$ cat src/mhls_pkg.sv
package mhls_pkg;

  localparam int unsigned OPERATION_W = 2;
  localparam int unsigned SAMPLE_W    = 8;
  localparam int unsigned CHANNEL_W   = 4;
  localparam int unsigned THRESH_W    = 8;
  localparam int unsigned LINE_W      = 16;
  localparam int unsigned PHASE_W     = 2;

  typedef enum logic [OPERATION_W-1:0] {
    OP_SAMPLE     = 2'd0,
    OP_START_LIT  = 2'd1,
    OP_START_DARK = 2'd2,
    OP_LOAD       = 2'd3
  } op_e;

  typedef enum logic [PHASE_W-1:0] {
    CAL_IDLE = 2'd0,
    CAL_LIT  = 2'd1,
    CAL_DARK = 2'd2
  } cal_mode_e;

  typedef enum logic {
    ST_IDLE,
    ST_REBUILD
  } ctrl_state_e;

  typedef struct packed {
    logic accept;
    logic rebuild_en;
  } dp_cmd_t;

  typedef struct packed {
    logic need_rebuild;
  } dp_status_t;

endpackage

$ cat src/mhls_ctrl.sv
module mhls_ctrl #(
  parameter int unsigned CHANNELS = 16,
  localparam int unsigned CH_W = $clog2(CHANNELS)
) (
  input  logic                 clk_i,
  input  logic                 rst_ni,
  input  logic                 in_valid_i,
  output logic                 in_ready_o,
  output logic                 out_valid_o,
  input  logic                 out_ready_i,
  output mhls_pkg::dp_cmd_t    cmd_o,
  output logic [CH_W-1:0]      rb_idx_o,
  input  mhls_pkg::dp_status_t status_i
);
  import mhls_pkg::*;

  ctrl_state_e     state_q, state_d;
  logic [CH_W-1:0] idx_q, idx_d;
  logic            out_valid_q, out_valid_d;
  logic            accept;

  assign accept = in_valid_i && in_ready_o;

  always_comb begin
    state_d     = state_q;
    idx_d       = idx_q;
    out_valid_d = out_valid_q;
    case (state_q)
      ST_IDLE: begin
        if (out_valid_q && out_ready_i) begin
          out_valid_d = 1'b0;
        end
        if (accept) begin
          if (status_i.need_rebuild) begin
            state_d     = ST_REBUILD;
            idx_d       = '0;
            out_valid_d = 1'b0;
          end else begin
            out_valid_d = 1'b1;
          end
        end
      end
      ST_REBUILD: begin
        if (idx_q == CH_W'(CHANNELS - 1)) begin
          state_d     = ST_IDLE;
          out_valid_d = 1'b1;
        end else begin
          idx_d = idx_q + 1'b1;
        end
      end
      default: begin
        state_d = ST_IDLE;
      end
    endcase
  end

  always_comb begin
    in_ready_o       = (state_q == ST_IDLE) && (!out_valid_q || out_ready_i);
    out_valid_o      = out_valid_q;
    cmd_o.accept     = accept;
    cmd_o.rebuild_en = (state_q == ST_REBUILD);
    rb_idx_o         = idx_q;
  end

  always_ff @(posedge clk_i or negedge rst_ni) begin
    if (!rst_ni) begin
      state_q     <= ST_IDLE;
      idx_q       <= '0;
      out_valid_q <= 1'b0;
    end else begin
      state_q     <= state_d;
      idx_q       <= idx_d;
      out_valid_q <= out_valid_d;
    end
  end

endmodule

$ cat src/mhls_datapath.sv
module mhls_datapath #(
  parameter int unsigned CHANNELS    = 16,
  parameter int unsigned SAMPLE_BITS = 8,
  parameter int unsigned CAL_PASSES  = 4,
  localparam int unsigned CH_W = $clog2(CHANNELS)
) (
  input  logic                                clk_i,
  input  logic                                rst_ni,
  input  logic [mhls_pkg::OPERATION_W-1:0]    operation_i,
  input  logic [mhls_pkg::SAMPLE_W-1:0]       sample_i,
  input  logic [mhls_pkg::CHANNEL_W-1:0]      target_channel_i,
  input  logic [mhls_pkg::THRESH_W-1:0]       high_value_i,
  input  logic [mhls_pkg::THRESH_W-1:0]       low_value_i,
  input  mhls_pkg::dp_cmd_t                   cmd_i,
  input  logic [CH_W-1:0]                     rb_idx_i,
  output mhls_pkg::dp_status_t                status_o,
  output logic [mhls_pkg::LINE_W-1:0]         line_bits_o,
  output logic [mhls_pkg::CHANNEL_W-1:0]      sampled_channel_o,
  output logic                                frame_end_o,
  output logic [mhls_pkg::PHASE_W-1:0]        calibration_phase_o,
  output logic                                thresholds_updated_o
);
  import mhls_pkg::*;

  localparam int unsigned PASS_W = (CAL_PASSES > 1) ? $clog2(CAL_PASSES) : 1;
  localparam int unsigned SUM_W  = $clog2(CAL_PASSES * ((1 << SAMPLE_BITS) - 1) + 1);
  localparam int unsigned RB_W   = SUM_W + 2;
  localparam logic [SAMPLE_BITS-1:0] SAMPLE_MAX = '1;

  logic [CHANNELS-1:0]    line_q, line_d;
  logic [SAMPLE_BITS-1:0] high_q [CHANNELS];
  logic [SAMPLE_BITS-1:0] low_q  [CHANNELS];
  logic [SUM_W-1:0]       lit_q  [CHANNELS];
  logic [SUM_W-1:0]       dark_q [CHANNELS];
  logic [CH_W-1:0]        scan_q, scan_d;
  logic [PASS_W-1:0]      pass_q, pass_d;
  cal_mode_e              mode_q, mode_d;

  logic [LINE_W-1:0]      line_bits_q;
  logic [CHANNEL_W-1:0]   sampled_channel_q;
  logic                   frame_end_q;
  cal_mode_e              phase_q;
  logic                   updated_q;

  op_e                    op;
  logic [SAMPLE_BITS-1:0] smp;
  logic                   is_sample;
  logic                   last_ch;
  logic                   last_pass;
  logic                   need_rebuild;
  logic [CH_W-1:0]        rd_idx;
  logic [SUM_W-1:0]       lit_rd, dark_rd;
  logic [RB_W-1:0]        lit_x, dark_x, hi_sum, lo_sum;
  logic [SAMPLE_BITS-1:0] hi_thr, lo_thr;
  logic                   tgt_ok;
  logic [CH_W-1:0]        tgt_idx;

  assign op        = op_e'(operation_i);
  assign smp       = SAMPLE_BITS'(sample_i);
  assign is_sample = (op == OP_SAMPLE);
  assign last_ch   = (scan_q == CH_W'(CHANNELS - 1));
  assign last_pass = (pass_q == PASS_W'(CAL_PASSES - 1));
  assign need_rebuild = is_sample && (mode_q == CAL_DARK) && last_ch && last_pass;
  assign status_o.need_rebuild = need_rebuild;

  assign tgt_ok  = (5'(target_channel_i) < 5'(CHANNELS));
  assign tgt_idx = target_channel_i[CH_W-1:0];

  // One read port on the sums: the rebuild walk or the current scan channel.
  assign rd_idx  = cmd_i.rebuild_en ? rb_idx_i : scan_q;
  assign lit_rd  = lit_q[rd_idx];
  assign dark_rd = dark_q[rd_idx];

  assign lit_x  = RB_W'(lit_rd);
  assign dark_x = RB_W'(dark_rd);
  assign hi_sum = ((lit_x + (lit_x << 1)) >> 4) + (dark_x >> 4);
  assign lo_sum = (lit_x >> 4) + ((dark_x + (dark_x << 1)) >> 4);
  assign hi_thr = (hi_sum > RB_W'(SAMPLE_MAX)) ? SAMPLE_MAX : hi_sum[SAMPLE_BITS-1:0];
  assign lo_thr = (lo_sum > RB_W'(SAMPLE_MAX)) ? SAMPLE_MAX : lo_sum[SAMPLE_BITS-1:0];

  always_comb begin
    line_d = line_q;
    if (is_sample) begin
      if (smp > high_q[scan_q] && !line_q[scan_q]) begin
        line_d[scan_q] = 1'b1;
      end else if (smp < low_q[scan_q] && line_q[scan_q]) begin
        line_d[scan_q] = 1'b0;
      end
    end
  end

  always_comb begin
    scan_d = scan_q;
    pass_d = pass_q;
    mode_d = mode_q;
    case (op)
      OP_SAMPLE: begin
        scan_d = last_ch ? '0 : scan_q + 1'b1;
        if ((mode_q == CAL_LIT || mode_q == CAL_DARK) && last_ch) begin
          if (last_pass) begin
            mode_d = CAL_IDLE;
            pass_d = '0;
          end else begin
            pass_d = pass_q + 1'b1;
          end
        end
      end
      OP_START_LIT: begin
        scan_d = '0;
        pass_d = '0;
        mode_d = CAL_LIT;
      end
      OP_START_DARK: begin
        scan_d = '0;
        pass_d = '0;
        mode_d = CAL_DARK;
      end
      default: begin
      end
    endcase
  end

  always_ff @(posedge clk_i or negedge rst_ni) begin
    if (!rst_ni) begin
      line_q <= '0;
      scan_q <= '0;
      pass_q <= '0;
      mode_q <= CAL_IDLE;
    end else if (cmd_i.accept) begin
      line_q <= line_d;
      scan_q <= scan_d;
      pass_q <= pass_d;
      mode_q <= mode_d;
    end
  end

  always_ff @(posedge clk_i or negedge rst_ni) begin
    if (!rst_ni) begin
      for (int n = 0; n < CHANNELS; n++) begin
        lit_q[n]  <= '0;
        dark_q[n] <= '0;
      end
    end else if (cmd_i.accept) begin
      if (op == OP_START_LIT) begin
        for (int n = 0; n < CHANNELS; n++) begin
          lit_q[n] <= '0;
        end
      end else if (op == OP_START_DARK) begin
        for (int n = 0; n < CHANNELS; n++) begin
          dark_q[n] <= '0;
        end
      end else if (is_sample && mode_q == CAL_LIT) begin
        lit_q[scan_q] <= lit_rd + SUM_W'(smp);
      end else if (is_sample && mode_q == CAL_DARK) begin
        dark_q[scan_q] <= dark_rd + SUM_W'(smp);
      end
    end
  end

  always_ff @(posedge clk_i or negedge rst_ni) begin
    if (!rst_ni) begin
      for (int n = 0; n < CHANNELS; n++) begin
        high_q[n] <= SAMPLE_MAX;
        low_q[n]  <= '0;
      end
    end else if (cmd_i.rebuild_en) begin
      high_q[rb_idx_i] <= hi_thr;
      low_q[rb_idx_i]  <= lo_thr;
    end else if (cmd_i.accept && op == OP_LOAD && tgt_ok) begin
      high_q[tgt_idx] <= SAMPLE_BITS'(high_value_i);
      low_q[tgt_idx]  <= SAMPLE_BITS'(low_value_i);
    end
  end

  always_ff @(posedge clk_i) begin
    if (cmd_i.accept) begin
      line_bits_q       <= LINE_W'(line_d);
      sampled_channel_q <= is_sample ? CHANNEL_W'(scan_q) : '0;
      frame_end_q       <= is_sample && last_ch;
      phase_q           <= mode_d;
      updated_q         <= need_rebuild;
    end
  end

  assign line_bits_o          = line_bits_q;
  assign sampled_channel_o    = sampled_channel_q;
  assign frame_end_o          = frame_end_q;
  assign calibration_phase_o  = phase_q;
  assign thresholds_updated_o = updated_q;

endmodule

$ cat src/multichannel_hysteresis_line_sensor_core.sv
// Multichannel hysteresis line sensor core.
// Input channel (in_valid_i/in_ready_o): one operation per transfer - a sample
// for the next channel of the internal scan rotation, a start of lit or dark
// calibration, or a load of one channel's threshold pair.
// Output channel (out_valid_o/out_ready_i): exactly one result per input
// transfer, in order: line bitmap, sampled channel, frame end, phase, and the
// thresholds-rebuilt flag.
// Result: registered, valid in the cycle after the input transfer. The sample
// that ends the last dark pass rebuilds every threshold pair, one channel per
// cycle, and its result shows once the walk has passed the last channel.
// Throughput: one item per cycle while results are taken; a rebuild holds the
// input off until it has walked every channel.
// Stall: a single output register holds the result; outside a rebuild,
// in_ready_o is high while it is empty or taken in the same cycle; else low.
// Reset: hysteresis bits, sums, scan channel and pass count clear, high
// thresholds go to full scale, low thresholds to zero, calibration goes idle.
module multichannel_hysteresis_line_sensor_core #(
  parameter int unsigned CHANNELS    = 16,
  parameter int unsigned SAMPLE_BITS = 8,
  parameter int unsigned CAL_PASSES  = 4
) (
  input  logic                             clk_i,
  input  logic                             rst_ni,
  input  logic                             in_valid_i,
  output logic                             in_ready_o,
  input  logic [mhls_pkg::OPERATION_W-1:0] operation_i,
  input  logic [mhls_pkg::SAMPLE_W-1:0]    sample_i,
  input  logic [mhls_pkg::CHANNEL_W-1:0]   target_channel_i,
  input  logic [mhls_pkg::THRESH_W-1:0]    high_value_i,
  input  logic [mhls_pkg::THRESH_W-1:0]    low_value_i,
  output logic                             out_valid_o,
  input  logic                             out_ready_i,
  output logic [mhls_pkg::LINE_W-1:0]      line_bits_o,
  output logic [mhls_pkg::CHANNEL_W-1:0]   sampled_channel_o,
  output logic                             frame_end_o,
  output logic [mhls_pkg::PHASE_W-1:0]     calibration_phase_o,
  output logic                             thresholds_updated_o
);
  import mhls_pkg::*;

  localparam int unsigned CH_W = $clog2(CHANNELS);

  dp_cmd_t         cmd;
  dp_status_t      status;
  logic [CH_W-1:0] rb_idx;

  mhls_ctrl #(
    .CHANNELS (CHANNELS)
  ) u_ctrl (
    .clk_i       (clk_i),
    .rst_ni      (rst_ni),
    .in_valid_i  (in_valid_i),
    .in_ready_o  (in_ready_o),
    .out_valid_o (out_valid_o),
    .out_ready_i (out_ready_i),
    .cmd_o       (cmd),
    .rb_idx_o    (rb_idx),
    .status_i    (status)
  );

  mhls_datapath #(
    .CHANNELS    (CHANNELS),
    .SAMPLE_BITS (SAMPLE_BITS),
    .CAL_PASSES  (CAL_PASSES)
  ) u_datapath (
    .clk_i                (clk_i),
    .rst_ni               (rst_ni),
    .operation_i          (operation_i),
    .sample_i             (sample_i),
    .target_channel_i     (target_channel_i),
    .high_value_i         (high_value_i),
    .low_value_i          (low_value_i),
    .cmd_i                (cmd),
    .rb_idx_i             (rb_idx),
    .status_o             (status),
    .line_bits_o          (line_bits_o),
    .sampled_channel_o    (sampled_channel_o),
    .frame_end_o          (frame_end_o),
    .calibration_phase_o  (calibration_phase_o),
    .thresholds_updated_o (thresholds_updated_o)
  );

endmodule

$ cat config.mk
export PLATFORM = sky130hd
export DESIGN_NAME = multichannel_hysteresis_line_sensor_core
export DESIGN_NICKNAME = d
export VERILOG_FILES = /design/src/mhls_pkg.sv /design/src/mhls_ctrl.sv /design/src/mhls_datapath.sv /design/src/multichannel_hysteresis_line_sensor_core.sv
export SDC_FILE = /design/constraint.sdc
export NUM_CORES = 2
export LEC_CHECK = 0
export CAP_MARGIN = 20
export CORE_MARGIN = 2
export CORE_UTILIZATION = 55
export CTS_CLUSTER_SIZE = 12
export DETAILED_ROUTE_END_ITERATION = 8
export DONT_BUFFER_PORTS = 1
export PLACE_DENSITY = 0.72
export SLEW_MARGIN = 20
export SYNTH_ARGS = -nofsm -noshare
export SYNTH_HDL_FRONTEND = slang
export SYNTH_HIERARCHICAL = 1
export SYNTH_SLANG_ARGS = --single-unit
$ cat constraint.sdc
create_clock -name clk_i -period 16.3 [get_ports clk_i]
set_input_delay 0.815 -clock clk_i [delete_from_list [all_inputs] [get_ports clk_i]]
set_output_delay 0.815 -clock clk_i [all_outputs]
set_load 0.1 [all_outputs]
# Yosys cells after proc, flatten, opt, wreduce, memory -nomap -nowiden
# Index checks and enable logic that the tools add are counted.
classes:
  mux: 65
  n_eq_ne: 16
  n_reduce_logical: 32
  order_cmp: 13
  bitwise_logic: 9
  n_addsub: 9
op_table:
  columns: ["operator", "n"]
  rows:
  - ["160-bit two-way mux", 6]
  - ["128-bit bitwise mux", 4]
  - ["128-bit two-way mux", 4]
  - ["160-bit bitwise mux", 2]
  - ["10-bit binary-select mux with 4-bit select", 2]
  - ["8-bit binary-select mux with 4-bit select", 2]
  - ["8-bit demux with 4-bit select", 2]
  - ["8-bit two-way mux", 8]
  - ["10-bit two-way mux", 5]
  - ["16-bit two-way mux", 3]
  - ["10-bit demux with 4-bit select", 1]
  - ["10-bit by 11-bit adder with 12-bit output", 2]
  - ["12-bit by 8-bit > comparator with 1-bit output, second input constant", 2]
  - ["10-bit by 8-bit adder with 10-bit output", 2]
  - ["5-bit greater-or-equal comparator, second input constant", 4]
  - ["4-bit two-way mux", 5]
  - ["4-bit NOT with 5-bit output", 4]
  - ["16-bit AND", 1]
  - ["1-bit logical AND", 16]
  - ["16-bit NOT", 1]
  - ["16-bit OR", 1]
  - ["4-bit one-hot mux with 2 select lines", 2]
  - ["5-bit by 1-bit less-than comparator with 1-bit output, second input constant", 3]
  - ["6-bit by 8-bit adder with 9-bit output", 1]
  - ["29 further kinds", 61]
word_totals:
  wordCells: 220
  out_inout_bits: 26
  regBits: 630

# Depth between registers and ports, before layout
depth:
  word_depth: 11
  depth_mapped: 31
  depth_no_buf: 23

# Cells and area by module
# The synthesis kept the hierarchy.
by_module_without_submodules:
  columns: ["mod", "cells_per_inst", "seq_area_each_um2", "area_per_inst_um2", "n_inst"]
  rows:
  - ["mhls_datapath", 3024, 15895.2, 32876.5, 1]
  - ["mhls_ctrl", 27, 150.1, 317.8, 1]

# Least setup slack after synthesis
# OpenSTA, ideal clock, no wires.
synth_path:
  path_type: "register -> register"
  startpoint: "register u_ctrl.state_q"
  endpoint: "register u_datapath/low_q[15] in the netlist's numbering"
  t_arrival_ns: 6.159
  required_ns: 16.158
  path_slack_ns: 9.999
  path_stages_with_launch: 27
  path_cell_list: "dfrtp_1 > buf_4 > buf_6 > mux2_4 > buf_6 > buf_4 > buf_6 > buf_2 > buf_2 > buf_2 > buf_1 > mux2i_1 > mux4_2 > a21oi_1 > ha_1 > a21o_1 > nand2_1 > inv_1 > a311o_1 > a21oi_1 > xnor2_1 > ha_1 > a21o_1 > a21o_1 > o41ai_2 > buf_4 > o221ai_1"
synth_between:
  elab_chain_len: 11
  word_cells_on_any_way: 19
synth_rtl:
  columns: ["item", "line_no", "rtl"]
  rows:
  - ["start: declaration", "mhls_ctrl.sv:17", "ctrl_state_e state_q, state_d;"]
  - ["start signal: assignment", "mhls_ctrl.sv:71", "state_q <= state_d;"]
  - ["4-bit two-way mux", "mhls_datapath.sv:70", "assign rd_idx = cmd_i.rebuild_en ? rb_idx_i : scan_q;"]
  - ["4-bit NOT with 5-bit output (not written as such)", "mhls_datapath.sv:71, mhls_datapath.sv:72", null]
  - ["10-bit binary-select mux with 4-bit select", "mhls_datapath.sv:72", "assign dark_rd = dark_q[rd_idx];"]
  - ["10-bit two-way mux (not written as such) (2 in series)", "mhls_datapath.sv:72", null]
  - ["10-bit by 11-bit adder with 12-bit output", "mhls_datapath.sv:77", "assign lo_sum = (lit_x >> 4) + ((dark_x + (dark_x << 1)) >> 4);"]
  - ["6-bit by 8-bit adder with 9-bit output", "mhls_datapath.sv:77", null]
  - ["12-bit by 8-bit > comparator with 1-bit output", "mhls_datapath.sv:79", "assign lo_thr = (lo_sum > RB_W'(SAMPLE_MAX)) ? SAMPLE_MAX : lo_sum[SAMPLE_BITS-1:0];"]
  - ["8-bit two-way mux", "mhls_datapath.sv:79", null]
  - ["128-bit bitwise mux", "mhls_datapath.sv:168", "low_q[rb_idx_i] <= lo_thr;"]
  - ["128-bit two-way mux", "mhls_datapath.sv:166", "end else if (cmd_i.rebuild_en) begin"]
  - ["end signal: indexed assignment", "mhls_datapath.sv:168", null]
  - ["end signal: indexed assignment", "mhls_datapath.sv:171", "low_q[tgt_idx] <= SAMPLE_BITS'(low_value_i);"]
  - ["end: declaration", "mhls_datapath.sv:32", "logic [SAMPLE_BITS-1:0] low_q [CHANNELS];"]
# Several ways; a longest one is shown, not always the timed one. The select of a mux whose other input is x is not followed.
# A chain may end at the register's enable or synchronous reset.

# Worst setup path in the final report
layout_path:
  startpoint: "register u_ctrl.idx_q[0] (netlist: u_ctrl/rb_idx_o[0])"
  endpoint: "register u_datapath/low_q[116] in the netlist's numbering"
layout_between:
  elab_chain_len: 11
  word_cells_on_any_way: 20
layout_rtl:
  columns: ["item", "line_no", "rtl"]
  rows:
  - ["start: declaration", "mhls_ctrl.sv:18", "logic [CH_W-1:0] idx_q, idx_d;"]
  - ["start signal: assignment", "mhls_ctrl.sv:72", "idx_q <= idx_d;"]
  - ["4-bit two-way mux", "mhls_datapath.sv:70", null]
  - ["4-bit NOT with 5-bit output (not written as such)", "mhls_datapath.sv:71, mhls_datapath.sv:72", null]
  - ["10-bit binary-select mux with 4-bit select", "mhls_datapath.sv:72", null]
  - ["10-bit two-way mux (not written as such) (2 in series)", "mhls_datapath.sv:72", null]
  - ["10-bit by 11-bit adder with 12-bit output", "mhls_datapath.sv:77", null]
  - ["6-bit by 8-bit adder with 9-bit output", "mhls_datapath.sv:77", null]
  - ["12-bit by 8-bit > comparator with 1-bit output", "mhls_datapath.sv:79", null]
  - ["8-bit two-way mux", "mhls_datapath.sv:79", null]
  - ["128-bit bitwise mux (*)", "mhls_datapath.sv:168", null]
  - ["128-bit two-way mux (*)", "mhls_datapath.sv:166", null]
# Every way passes the cells marked *; elsewhere a longest branch is shown, timed or not. The select of a mux whose other input is x is not followed.

==> reports/qor.txt <==
post-synthesis mux area share: 10.4%
DP Wirelength: 69,300 um
register area share after synthesis: 48.3%
die area: 62,300 um^2
placed instance area: 33,700 um^2
die width: 250 um
combinational power share: 27.0%
post-layout util: 60.1%
Chip Height: 250 um
Post-Syn Area: 33,200 um^2
Fin. Hold Viols: 0
clk_lat worst skew: 630 ps
clk slew on worst S/H paths: 60 ps
Finished Cell Area: 36,100 um^2
Total Routing Usage GR: 34.6%
status: complete, no violations
vias in the first global route: 27,400
drt pass-1 iters: 7
count of clock tree sinks: 630
Final Max Tran Viols: 0
TritonCTS clock tree: built
ys async rst share: 96.2%
Final setup viols: 0
commonest cells in the netlist: dfrtp_1, nand2_1, a22o_1
critical path class: flip-flop to flip-flop
Crit. End Element: flip-flop
Flop pwr share: 40.4%
Resized cells post-CTS: 0
Least-Margin Pin Slew: 1200 ps
critical path startpoint: u_ctrl/rb_idx_o[0]
peak supply drop: 0.0000929 V
Total Power: 0.00472 W
Layout area overhead: 8.75%
max-cap violation count: 0
share of layout cells above drive strength 1: 15.3%
core area: 60,000 um^2
prevailing post-synth register cell: dfrtp_1
Yosys warnings: 6
top-count cell post-synth: dfrtp_1
GRT overflow: 0
largest cells by area after synthesis: dfrtp_1, dfstp_2, mux4_2, a22o_1, o221ai_1
Mean Syn Cell Area: 10.9 um^2
min Tclk post-route: 7620 ps
number of flops mapped to enable cells by yosys: 24
Setup crit start kind: flip-flop
vias per cell: 7.33
DRC Markers: 0
top cell type's share of synthesized area: 36.0%
Via Count: 27,700
final worst-path cycle share: 46.7%
Worst Skew: 27.5 ps
Synth Area in Compound Gates: 22.1%
Pleak: 15.4 nW
distinct cell type count after synthesis: 84
Layout Nets: 3,055
Clock power frac: 32.6%
switching part of the total: 34.0%
Synth Area in XOR/XNOR: 0.897%
IO Count: 60
Power Dens Cells: 131 nW/um^2
internal power: 0.00312 W
Cells after Synth: 3,051
Placer Congestion: 0.906
#FFs+latches synth: 630
DRT iter0 DRCs: 3,654
Max-slew headroom: 19.5%
antenna-violating nets left: 0
Worst R2R Start: u_ctrl/rb_idx_o[0]
htree depth: 3
global-route wire length before repair: 166,000 um
RSZ-0062 raised after global routing: no
Crit Path Max Fanout: 63
Routed WL: 108,000 um
Hold Path Class: input pin to async pin
Max Clock Freq: 131 MHz
post-synthesis simple-gate area fraction: 11.4%
site row count: 90
Initial Utilization: 55.3%
PortBufs: 0
WL/cell: 28.7 um
setup TNS: 0 ps
NetSw: 0.00161 W
largest net degree at the start of global routing: 479
CP required: 16,810 ps
clk root buf: clkbuf_16
CTS Buf Count: 69
initial antenna violation count: 4
largest family of logic cells by synthesized area: compound AO/OA/AOI/OAI gates
Clock Path Buffers: 3
worst path arrival time: 8130 ps
Net Count, Synth: 3,164
adder-cell share of the synthesized area: 3.07%
cell taking the most area after synthesis: dfrtp_1
-- per-layer routing --
| metal | wire length (um) | track usage (%) |
|---|---|---|
| met1 | 40800 | 45.2 |
| met2 | 49200 | 53.7 |
| met3 | 11600 | 8.27 |
| met4 | 6700 | 18.5 |
| met5 | 24 | 0 |
-- flip-flops by register name, indices dropped and copies added (netlist names), 4 cells and up --
register and flops:
u_datapath/dark_q 160, u_datapath/lit_q 160, u_datapath/high_q 128, u_datapath/low_q 128
u_datapath/line_bits_o 16, u_datapath/line_q 16, u_ctrl/rb_idx_o 4, u_datapath/sampled_channel_o 4
u_datapath/scan_q 4
-- power groups by stage --
stage / Clock [W] / Sequential [W] / Combinational, W
after floorplan: 0 / 0.00188 / 0.000889
after global placement: 0 / 0.00191 / 0.00117
after detailed placement: 0 / 0.00193 / 0.00120
after CTS: 0.00156 / 0.00190 / 0.00123
after global routing: 0.00162 / 0.00192 / 0.00136
final: 0.00154 / 0.00191 / 0.00127
-- through the flow --
stage / worst slack (ps) / hold WS [ps] / instances
after floorplan: 10000 / 442 / 3051
after global placement: 9110 / 455 / 3645
after detailed placement: 8830 / 467 / 3645
after CTS: 8860 / 98.8 / 3769
after global routing: 8380 / 116 / 3778
final: 8680 / 119 / 3779
-- what timing repair did --
item                                   CTS  global route
hold buffers                             1             0
buffers inserted                         0             0
endpoints found under the hold margin  478             0
-- area by class of cell --
type | count | area [um^2]
fill | 4814 | 23900
sequential | 630 | 16100
inverter | 59 | 221
antenna | 3 | 7.51
timing repair buffer | 67 | 607
clock inverter | 18 | 173
clock buffer | 105 | 2030
multi-input combinational | 2115 | 16000
tap | 782 | 978
-- cells in the final DEF (no fill, tap or decap), types with 33 or more instances in the layout --
| master | count |
|---|---|
| ha_1 | 74 |
| nand2b_1 | 34 |
| a22o_1 | 255 |
| nand3_1 | 189 |
| a21oi_1 | 82 |
| nand2_1 | 335 |
| mux2i_1 | 81 |
| o21ai_0 | 178 |
| o21ai_1 | 33 |
| dfrtp_1 | 474 |
| o221ai_1 | 206 |
| mux4_2 | 113 |
| dfstp_2 | 128 |
| buf_4 | 61 |
| inv_1 | 57 |
| nor2_1 | 131 |
| clkbuf_16 | 71 |
-- cells by family (layout without fill, tap and decap cells) --
logic type	Yosys count	count (layout)
buf+inv	306	249
flops	630	630
simple gates	827	827
xor+xnor	34	34
other cells	0	3
fa+ha+maj	79	79
compound gates	973	973
mux	202	202
-- path summary, 6_finish.rpt --
check	to	slack [ps]	cells past startpoint
max	u_datapath/low_q[116]	8680	20
min	u_datapath/lit_q[37]	120	1
max reg2reg	u_datapath/low_q[116]	8680	20
min reg2reg	u_datapath/dark_q[141]	480	2
max in group asynchronous	u_datapath/low_q[85]	14490	3
min in group clk_i	u_ctrl/rb_idx_o[2]	320	1
-- critical path, stage by stage (launching register included) --
cell	delay, ps
dfrtp_1	960
mux2_4	800
buf_4	810
and2_0	220
a211oi_1	50
a311oi_1	430
o31a_1	340
ha_1	300
and2_1	160
a221o_1	330
o21ai_0	120
xnor2_1	170
ha_1	190
inv_1	60
fa_1	460
o21ai_0	300
a21o_1	170
a21o_1	190
nor3b_2	580
nor2_1	420
o221ai_1	350
Note: power is estimated with default switching activity, not from simulation.
